**src/hw/rtl/section_rva_to_file_offset_defines.svh**
```systemverilog
// ----------------------------------------------------------------------------
// Section RVA translation - assertion macros
// Shared concurrent assertion shorthands, clocked on clock, held off in reset.
// ----------------------------------------------------------------------------
`ifndef SECTION_RVA_TO_FILE_OFFSET_DEFINES_SVH
`define SECTION_RVA_TO_FILE_OFFSET_DEFINES_SVH

// same-cycle implication; the consequent may carry a constant delay
`define SRTFO_ASSERT_IMP(label, ante, cons) \
   label: assert property (@(posedge clock) disable iff (reset) (ante) |-> cons) \
      else $error("assertion failed");

// next-cycle implication
`define SRTFO_ASSERT_NXT(label, ante, cons) \
   label: assert property (@(posedge clock) disable iff (reset) (ante) |=> (cons)) \
      else $error("assertion failed");

`endif

```
**src/hw/rtl/srtfo_pkg.sv**
```systemverilog
// ----------------------------------------------------------------------------
// Section RVA translation - package
// Table size, field widths, opcodes and register indexes.
// ----------------------------------------------------------------------------
`default_nettype none

package srtfo_pkg;

   localparam int MaxSections = 16;
   localparam int IndexWidth  = 4;
   localparam int CountWidth  = 5;
   localparam int DataWidth   = 32;
   localparam int CsrIdxWidth = 4;

   typedef enum logic {
      OP_WRITE     = 1'b0,
      OP_TRANSLATE = 1'b1
   } op_type;

   typedef enum logic [CsrIdxWidth-1:0] {
      CSR_ENTRY_COUNT = 4'd0,
      CSR_IMAGE_BASE  = 4'd1
   } csr_index_type;

endpackage

`default_nettype wire

```
**src/hw/rtl/section_rva_to_file_offset.sv**
```systemverilog
// Translates a relative virtual address to a file offset through a section table.
// A result passes through the input register, the compare, the priority select and
// an add into the output register before the result strobe rises.
// Throughput: one transaction per cycle; busy stays low, results cannot be held off.
// Reset clears the pipeline valid bits and both registers; the table is not cleared.
// ----------------------------------------------------------------------------
// Section RVA translation - top level
// Loads section entries and looks up addresses in a four-stage pipeline.
// ----------------------------------------------------------------------------
`default_nettype none

`include "section_rva_to_file_offset_defines.svh"

module section_rva_to_file_offset (
   input  wire logic                                 clock,
   input  wire logic                                 reset,
   // request
   input  wire logic                                 start,
   output logic                                      busy,
   input  wire logic                                 req_op,
   input  wire logic [srtfo_pkg::IndexWidth-1:0]     req_entry_index,
   input  wire logic [srtfo_pkg::DataWidth-1:0]      req_entry_start,
   input  wire logic [srtfo_pkg::DataWidth-1:0]      req_entry_raw_size,
   input  wire logic [srtfo_pkg::DataWidth-1:0]      req_entry_raw_offset,
   input  wire logic [srtfo_pkg::DataWidth-1:0]      req_rel_address,
   // response
   output logic                                      rsp_strobe,
   output logic                                      rsp_found,
   output logic [srtfo_pkg::DataWidth-1:0]           rsp_file_offset,
   output logic [srtfo_pkg::DataWidth-1:0]           rsp_virtual_address,
   // configuration
   input  wire logic                                 csr_valid,
   output logic                                      csr_ready,
   input  wire logic [srtfo_pkg::CsrIdxWidth-1:0]    csr_index,
   input  wire logic [srtfo_pkg::DataWidth-1:0]      csr_data
);
   import srtfo_pkg::*;

   logic                    accept;
   logic                    tbl_we;

   // configuration registers
   logic [CountWidth-1:0]   count_ff, count_in;
   logic [DataWidth-1:0]    base_ff, base_in;

   // section table: start, inclusive end, offset bias
   logic [DataWidth-1:0]    start_ff [MaxSections];
   logic [DataWidth-1:0]    end_ff   [MaxSections];
   logic [DataWidth-1:0]    bias_ff  [MaxSections];
   logic [DataWidth-1:0]    start_in, end_in, bias_in;

   // delayed bias write
   logic                    bw_valid_ff, bw_valid_in;
   logic [IndexWidth-1:0]   bw_slot_ff, bw_slot_in;
   logic [DataWidth-1:0]    bw_bias_ff, bw_bias_in;

   // stage A: accepted translate
   logic                    a_valid_ff, a_valid_in;
   logic [DataWidth-1:0]    a_addr_ff, a_addr_in;

   // stage B: per-entry hit vector
   logic                    b_valid_ff, b_valid_in;
   logic [DataWidth-1:0]    b_addr_ff, b_addr_in;
   logic [MaxSections-1:0]  b_hit_ff, b_hit_in;

   // stage C: selected entry
   logic                    c_valid_ff, c_valid_in;
   logic [DataWidth-1:0]    c_addr_ff, c_addr_in;
   logic                    c_found_ff, c_found_in;
   logic [DataWidth-1:0]    c_bias_ff, c_bias_in;
   logic [MaxSections-1:0]  c_sel_ff, c_sel_in;

   // output register
   logic                    out_strobe_ff, out_strobe_in;
   logic                    out_found_ff, out_found_in;
   logic [DataWidth-1:0]    out_offset_ff, out_offset_in;
   logic [DataWidth-1:0]    out_va_ff, out_va_in;

   assign busy      = 1'b0;
   assign csr_ready = 1'b1;
   assign accept    = start && !busy;

   // ---------------- configuration ----------------
   always_comb begin
      count_in = count_ff;
      base_in  = base_ff;
      if (csr_valid && csr_ready) begin
         unique case (csr_index)
            CSR_ENTRY_COUNT: count_in = csr_data[CountWidth-1:0];
            CSR_IMAGE_BASE:  base_in  = csr_data;
            default:         ;
         endcase
      end
   end

   always_ff @(posedge clock) begin
      if (reset) begin
         count_ff <= '0;
         base_ff  <= '0;
      end else begin
         count_ff <= count_in;
         base_ff  <= base_in;
      end
   end

   // ---------------- table write ----------------
   // store the inclusive end and the offset bias so the compare needs no add and the offset needs a single add
   assign start_in = req_entry_start;
   assign end_in   = req_entry_start + req_entry_raw_size;
   assign bias_in  = req_entry_raw_offset - req_entry_start;
   assign tbl_we   = accept && (op_type'(req_op) == OP_WRITE)
                     && ({1'b0, req_entry_index} < (IndexWidth + 1)'(MaxSections));

   // stage C reads the bias in the cycle after stage B reads the bounds, so
   // the bias write passes through the bw register to keep both views in step
   assign bw_valid_in = tbl_we;
   assign bw_slot_in  = req_entry_index;
   assign bw_bias_in  = bias_in;

   always_ff @(posedge clock) begin
      if (tbl_we) begin
         start_ff[req_entry_index] <= start_in;
         end_ff[req_entry_index]   <= end_in;
      end
      if (bw_valid_ff) begin
         bias_ff[bw_slot_ff] <= bw_bias_ff;
      end
   end

   // ---------------- stage A ----------------
   assign a_valid_in = accept && (op_type'(req_op) == OP_TRANSLATE);
   assign a_addr_in  = req_rel_address;

   // ---------------- stage B: compare all entries ----------------
   always_comb begin
      for (int i = 0; i < MaxSections; i++) begin
         b_hit_in[i] = (CountWidth'(i) < count_ff)
                       && (a_addr_ff != '0)
                       && (start_ff[i] <= a_addr_ff)
                       && (a_addr_ff <= end_ff[i]);
      end
   end
   assign b_valid_in = a_valid_ff;
   assign b_addr_in  = a_addr_ff;

   // ---------------- stage C: lowest index wins ----------------
   always_comb begin
      c_sel_in  = b_hit_ff & (~b_hit_ff + MaxSections'(1));
      c_bias_in = '0;
      for (int i = 0; i < MaxSections; i++) begin
         c_bias_in = c_bias_in | ({DataWidth{c_sel_in[i]}} & bias_ff[i]);
      end
   end
   assign c_found_in = |b_hit_ff;
   assign c_valid_in = b_valid_ff;
   assign c_addr_in  = b_addr_ff;

   // ---------------- output stage ----------------
   assign out_strobe_in = c_valid_ff;
   assign out_found_in  = c_found_ff;
   assign out_offset_in = c_found_ff ? (c_addr_ff + c_bias_ff) : '0;
   assign out_va_in     = base_ff + c_addr_ff;

   always_ff @(posedge clock) begin
      if (reset) begin
         bw_valid_ff   <= 1'b0;
         a_valid_ff    <= 1'b0;
         b_valid_ff    <= 1'b0;
         c_valid_ff    <= 1'b0;
         out_strobe_ff <= 1'b0;
      end else begin
         bw_valid_ff   <= bw_valid_in;
         a_valid_ff    <= a_valid_in;
         b_valid_ff    <= b_valid_in;
         c_valid_ff    <= c_valid_in;
         out_strobe_ff <= out_strobe_in;
      end
   end

   // payload: no reset needed
   always_ff @(posedge clock) begin
      bw_slot_ff    <= bw_slot_in;
      bw_bias_ff    <= bw_bias_in;
      a_addr_ff     <= a_addr_in;
      b_addr_ff     <= b_addr_in;
      b_hit_ff      <= b_hit_in;
      c_addr_ff     <= c_addr_in;
      c_found_ff    <= c_found_in;
      c_bias_ff     <= c_bias_in;
      c_sel_ff      <= c_sel_in;
      out_found_ff  <= out_found_in;
      out_offset_ff <= out_offset_in;
      out_va_ff     <= out_va_in;
   end

   assign rsp_strobe          = out_strobe_ff;
   assign rsp_found           = out_found_ff;
   assign rsp_file_offset     = out_offset_ff;
   assign rsp_virtual_address = out_va_ff;

   // ---------------- assertions ----------------
   `SRTFO_ASSERT_IMP(a_translate_gives_result,
      start && !busy && (op_type'(req_op) == OP_TRANSLATE), ##4 rsp_strobe)
   `SRTFO_ASSERT_IMP(a_write_gives_no_result,
      start && !busy && (op_type'(req_op) == OP_WRITE), ##4 !rsp_strobe)
   `SRTFO_ASSERT_IMP(a_select_onehot, c_valid_ff,
      ($onehot0(c_sel_ff) && ((c_sel_ff != '0) == c_found_ff)))
   `SRTFO_ASSERT_IMP(a_miss_zero_offset, rsp_strobe && !rsp_found,
      (rsp_file_offset == '0))

endmodule

`default_nettype wire

```
**config.mk**
```make
export PLATFORM = sky130hd
export DESIGN_NAME = section_rva_to_file_offset
export DESIGN_NICKNAME = d
export VERILOG_FILES = /design/src/hw/rtl/srtfo_pkg.sv /design/src/hw/rtl/section_rva_to_file_offset.sv
export VERILOG_INCLUDE_DIRS = /design/src /design/src/hw/rtl
export SDC_FILE = /design/constraint.sdc
export NUM_CORES = 2
export LEC_CHECK = 0
export BUFFER_PORTS_ARGS = -buffer_cell sky130_fd_sc_hd__buf_4
export CAP_MARGIN = 40
export CELL_PAD_IN_SITES_DETAIL_PLACEMENT = 0
export CELL_PAD_IN_SITES_GLOBAL_PLACEMENT = 1
export CORE_UTILIZATION = 45
export DETAILED_ROUTE_END_ITERATION = 10
export PLACE_DENSITY = 0.78
export SKIP_LAST_GASP = 1
export SLEW_MARGIN = 20
export SYNTH_ARGS = -nofsm -noshare
export SYNTH_HDL_FRONTEND = slang
export SYNTH_SLANG_ARGS = --single-unit
```
**constraint.sdc**
```tcl
create_clock -name clock -period 18.5 [get_ports clock]
set_input_delay 2.775 -clock clock [delete_from_list [all_inputs] [get_ports clock]]
set_output_delay 2.775 -clock clock [all_outputs]
set_load 0.01 [all_outputs]
```
Word-level counts from Yosys, hierarchy flattened
Memory sizes are Yosys's and may differ from the RTL's. Index checks and enable logic that the tools add are counted.

Flip-flop bits (word level): 288. Latch bits: 0. Bits in writable memories: 1536. Memory bits (read-only): 0. Output and inout bits: 68. Word-level logic and storage cells: 168. Memories: 3.

Memories: bias_ff (words 16, width 32, rd ports 16, clocked after Yosys merged registers in 0, write ports 1, line section_rva_to_file_offset.sv:49) `logic [DataWidth-1:0] bias_ff [MaxSections];`; end_ff (words 16, width 32, rd ports 16, clocked after Yosys merged registers in 0, write ports 1, line section_rva_to_file_offset.sv:48) `logic [DataWidth-1:0] end_ff [MaxSections];`; start_ff (words 16, width 32, rd ports 16, clocked after Yosys merged registers in 0, write ports 1, line section_rva_to_file_offset.sv:47) `logic [DataWidth-1:0] start_ff [MaxSections];`.

$add $sub $neg: 5. $mul: 0. Divide/modulo/power cells: 0. Magnitude comparators: 48. Eq/ne operators: 1. Shifts and indexed selects: 0. Multiplexer cells: 4. Bitwise logic cells: 34. Reductions and logical operators: 55.

Operators by type and width (number): $le A32 B32 Y1 (32); $and A32 B32 Y32 (16); $or A32 B32 Y32 (15); $add A32 B32 Y32 (3); $logic_and A1 B1 Y1 (50); $lt A4 B5 Y1 const A (8); $reduce_bool A32 Y1 (1); $sub A32 B32 Y32 (1); $lt A3 B5 Y1 const A (4); $add A16 B1 Y16 const B (1); $and A16 B16 Y16 (1); $not A16 Y16 (1); $reduce_or A16 Y1 (1); $lt A1 B5 Y1 const A (2); $lt A2 B5 Y1 const A (2); $eq A4 B1 Y1 const B (1); $logic_not A4 Y1 (1); $mux W1 (4); $reduce_and A2 Y1 (2); $not A1 Y1 (1).

Longest topological paths before layout
Depth after elaboration: 19. Gate-level depth with buffers: 12. Gate-level depth less buffers: 12.

Worst setup path before layout
Ideal clock, no wire load.

Path type: input-to-reg. Start point: input port req_op. End point: memory end_ff[0][0] (enable). Library setup time: 0.565 ns. Arrival: 7.647 ns. Path slack: 10.288 ns. Stages on the path: 3. Cells stage by stage: nand2b_1 > or3_1 > nor3_1.

Word-level cells in the longest chain between the ends: 4.

RTL lines: start, declared (line section_rva_to_file_offset.sv:20) `input wire logic req_op,`; $not A1 Y1 (line section_rva_to_file_offset.sv:111) `assign tbl_we = accept && (op_type'(req_op) == OP_WRITE)`; $logic_and A1 B1 Y1 (line section_rva_to_file_offset.sv:111); $mux W1 (line section_rva_to_file_offset.sv:121) `if (tbl_we) begin`; $mux W1 (implied by the code) (line section_rva_to_file_offset.sv:123) `end_ff[req_entry_index] <= end_in;`; end, declared (line section_rva_to_file_offset.sv:48).

Every way passes these cells.

Worst setup path after layout
Start point: input port req_entry_start[0] in the netlist's numbering. End point: memory end_ff[3][18], data pin.

Word-level cells in the longest chain between the ends: 1.

RTL lines: start, declared (line section_rva_to_file_offset.sv:22) `input wire logic [srtfo_pkg::DataWidth-1:0] req_entry_start,`; $add A32 B32 Y32 (line section_rva_to_file_offset.sv:109) `assign end_in = req_entry_start + req_entry_raw_size;`; net end_in[18] (line section_rva_to_file_offset.sv:50) `logic [DataWidth-1:0] start_in, end_in, bias_in;`.

The timed path passes the listed nets, and every way through them passes these cells.

==> impl_results.md <==
- PostCTS Resize Cnt: 0
- Port-buffer cells: 238
- Max VDD drop: 0.0829 mV
- Global-route usage over all layers: 26.1%
- H-Tree Depth: 4
- P per Cell Area: 96.0 mW/mm^2
- Pin count of the biggest net entering global routing: 67
- Post-synth EDFFs: 1,536
- Power Total: 0.00954 W
- Fmax: 0.157 GHz
- Starting Density: 45.4%
- Pins Over Slew Limit: 0
- Wire length per cell: 26.0 um
- Fraction of layout cells with a size suffix above 1: 10.8%
- Area Overhead vs Synth: 15.0%
- Top Ports: 241
- Final global-route overflow total: 0
- R2R setup slack: 14.11 ns
- First-pass GRT wire length: 366 mm
- Yosys warns: 0
- DIE AREA: 0.194 sq mm
- Worst r2r dst: b_hit_ff[11]
- Sink Count: 1,824
- Fill count: 15,900
- R2R depth: 13
- CTS Root Cell: clkbuf_16
- Critical path data required time: 19.03 ns
- Mapped Area: 0.0865 sq mm
- Vias in the first global route: 55,800
- Via Count: 56,400
- CP startpoint kind: input port
- Initial antenna violation count: 10
- Yosys reg bits: 1,824
- Slew headroom: 32.9%
- Final Hold Fails: 0
- Clock Latency Late Sink: 0.87 ns
- Die width: 440 um
- Antenna Violating Nets Remaining: 0
- Final worst-path cycle share: 34.5%
- Minimum clock period: 6.38 ns
- Worst-Margin Slew: 1.01 ns
- Max Root-Sink Buffers: 3
- Drt pass-1 iters: 6
- Via/cell ratio: 5.76
- Hold Crit Start: b_addr_ff[18]
- Maxcap violations: 0
- Synth unique cells: 71
- Unrepaired setup endpoints after global routing: no
- DPL Wire Length: 178 mm
- Min-delay worst type: reg -> reg
- Hold EP: c_addr_ff[18]
- Die height: 440 um
- Initial DRC Count: 5,207
- Hold Crit Depth: 0
- Pleak: 40.7 nW
- TritonCTS clock tree: done
- Post-synth ARST share: 0%
- R2r startpoint: a_addr_ff[1]
- Routed wire length: 255 mm
- Fin Setup TNS: 0 ns
- Post-CTS Setup Inserts: 0
- CP arrival: 6.91 ns
- Sequential area share after synthesis: 60.0%
- Mean Syn Cell Area: 13.1 sq um
- Clk slew on worst S/H paths: 0.06 ns
- Drt drc: 0
- Cells after Synth: 6,602
- Syn Nets: 7,927
- Site row count: 160
- Final core utilization: 52.2%
- CTS buffer count: 191
- Post-layout net count: 8,454
- Routability Congestion: 0.910
- Crit path capture type: register
- CP Class: in -> reg
- Worst Path Max Fanout: 18
- Core ar.: 0.191 sq mm
- CTS Hold Bufs: 0
- Worst Skew: 0.0726 ns
- Setup-failing EPs final: 0
- Ys flop type: edfxtp_1
- Outcome: complete, no violations
==> placed cells by master, fill, tap and decap left out, types with 42 or more instances in the layout <==
master / synthesis / layout
inv_1: 644 / 644
a21oi_1: 395 / 395
nand2b_1: 58 / 58
ha_1: 1148 / 1148
nand2_1: 374 / 374
xnor2_1: 74 / 73
nor3_1: 51 / 42
a221oi_1: 77 / 77
nand3_1: 91 / 91
o21ai_0: 210 / 210
nor2_1: 257 / 227
a21o_1: 303 / 303
clkbuf_16: 0 / 197
buf_4: 2 / 388
clkbuf_1: 83 / 48
nand4_1: 278 / 278
nor2b_1: 104 / 103
edfxtp_1: 1536 / 1536
dfxtp_1: 288 / 287
o21a_1: 83 / 83
==> cell usage after synthesis, types with 30 or more instances <==
master | n | area [sq um]
clkbuf_1 | 83 | 312
xor2_1 | 30 | 263
a21oi_1 | 395 | 1980
o211ai_1 | 35 | 263
edfxtp_1 | 1536 | 46100
a222oi_1 | 32 | 320
inv_1 | 644 | 2420
a21o_1 | 303 | 2270
nand2b_1 | 58 | 363
nand3_1 | 91 | 455
nor2_1 | 257 | 965
xnor2_1 | 74 | 648
a22oi_1 | 37 | 278
a221oi_1 | 77 | 674
o21a_1 | 83 | 623
o21ai_0 | 210 | 1050
and3_1 | 30 | 188
nor3_1 | 51 | 255
a221o_1 | 38 | 380
a211oi_1 | 30 | 225
nor4_1 | 33 | 206
nor2b_1 | 104 | 651
nand4_1 | 278 | 1740
ha_1 | 1148 | 14400
dfxtp_1 | 288 | 5770
a31oi_1 | 30 | 188
nand2_1 | 374 | 1400
==> sequential cells by signal, indices dropped and copies added (netlist names), 4 cells and up <==
| signal | cells |
|---|---|
| b_addr_ff | 32 |
| c_bias_ff | 32 |
| b_hit_ff | 16 |
| c_addr_ff | 32 |
| start_ff | 512 |
| end_ff | 512 |
| a_addr_ff | 32 |
| base_ff | 32 |
| bias_ff | 512 |
| bw_bias_ff | 32 |
| bw_slot_ff | 4 |
| rsp_virtual_address | 32 |
| count_ff | 5 |
| rsp_file_offset | 32 |
==> report_power, final <==
part	leakage, nW	internal [W]	switching, W
Combinational	21.4	0.000319	0.000588
Clock	3.09	0.00218	0.00167
Sequential	16.2	0.00466	0.000115
==> layout make-up <==
cell class / count / area, sq um / area share [%]
sequential: 1824 / 51900 / 52.2
multi-input combinational: 4043 / 32100 / 32.3
clock buffer: 262 / 5340 / 5.37
timing repair buffer: 425 / 3520 / 3.54
tap: 2511 / 3140 / 3.16
inverter: 644 / 2420 / 2.43
clock inverter: 91 / 1020 / 1.03
antenna: 6 / 15.0 / 0.0151
==> metal layers <==
layer	GRT usage [%]	vias up	routed length, um
met5	0	-	24
met4	13.9	4	14700
met3	3.97	471	16800
met2	42.4	2031	120000
met1	33.6	27900	104000
li1	-	26100	-
==> worst max path at each step <==
stage	to	start	slack, ns	cells after the start
2_1_floorplan	end_ff[0][0]	req_op	10.29	3
6_report	end_ff[3][18]	req_entry_start[0]	12.12	13
3_5_place_dp	end_ff[11][18]	req_entry_start[0]	11.22	13
3_3_place_gp	end_ff[11][18]	req_entry_start[0]	10.87	12
5_1_grt	end_ff[15][18]	req_entry_start[0]	11.82	13
4_1_cts	end_ff[15][18]	req_entry_start[0]	12.10	13
==> kinds of logic (layout without fill, tap and decap cells) <==
logic type	Yosys count	count (layout)	share of synthesized area, %
DFF	1824	1824	60.0
xor gates and xnor gates	104	104	1.05
muxes	10	10	0.117
AOI/OAI and AO/OA	1389	1389	10.7
and+or+nand+nor	1386	1386	8.16
buffers and inverters	735	1422	3.24
other	2	8	0.00869
adders and majority gates	1152	1152	16.7
==> critical path: stages <==
cell	delay, ns
buf_4	0.30
ha_1	0.23
inv_1	0.05
fa_1	0.39
inv_1	0.07
a21oi_1	0.08
o21ai_0	0.52
a21oi_1	0.31
o21ai_0	0.43
a21boi_0	0.30
o311ai_0	0.53
buf_2	0.24
o311a_1	0.66
==> per-stage QoR <==
stage / setup slack, ns / hold slack [ns] / instance area, sq um / std cells
detailed placement: 11.22 / 0.312 / 93000 / 9444
CTS: 12.10 / 0.301 / 99400 / 9797
global route: 11.82 / 0.299 / 99400 / 9800
floorplan: 10.29 / 0.310 / 86500 / 6602
finish: 12.12 / 0.300 / 99400 / 9806
global placement: 10.87 / 0.311 / 92400 / 9406
No activity file was read; power rests on OpenSTA's default activity.
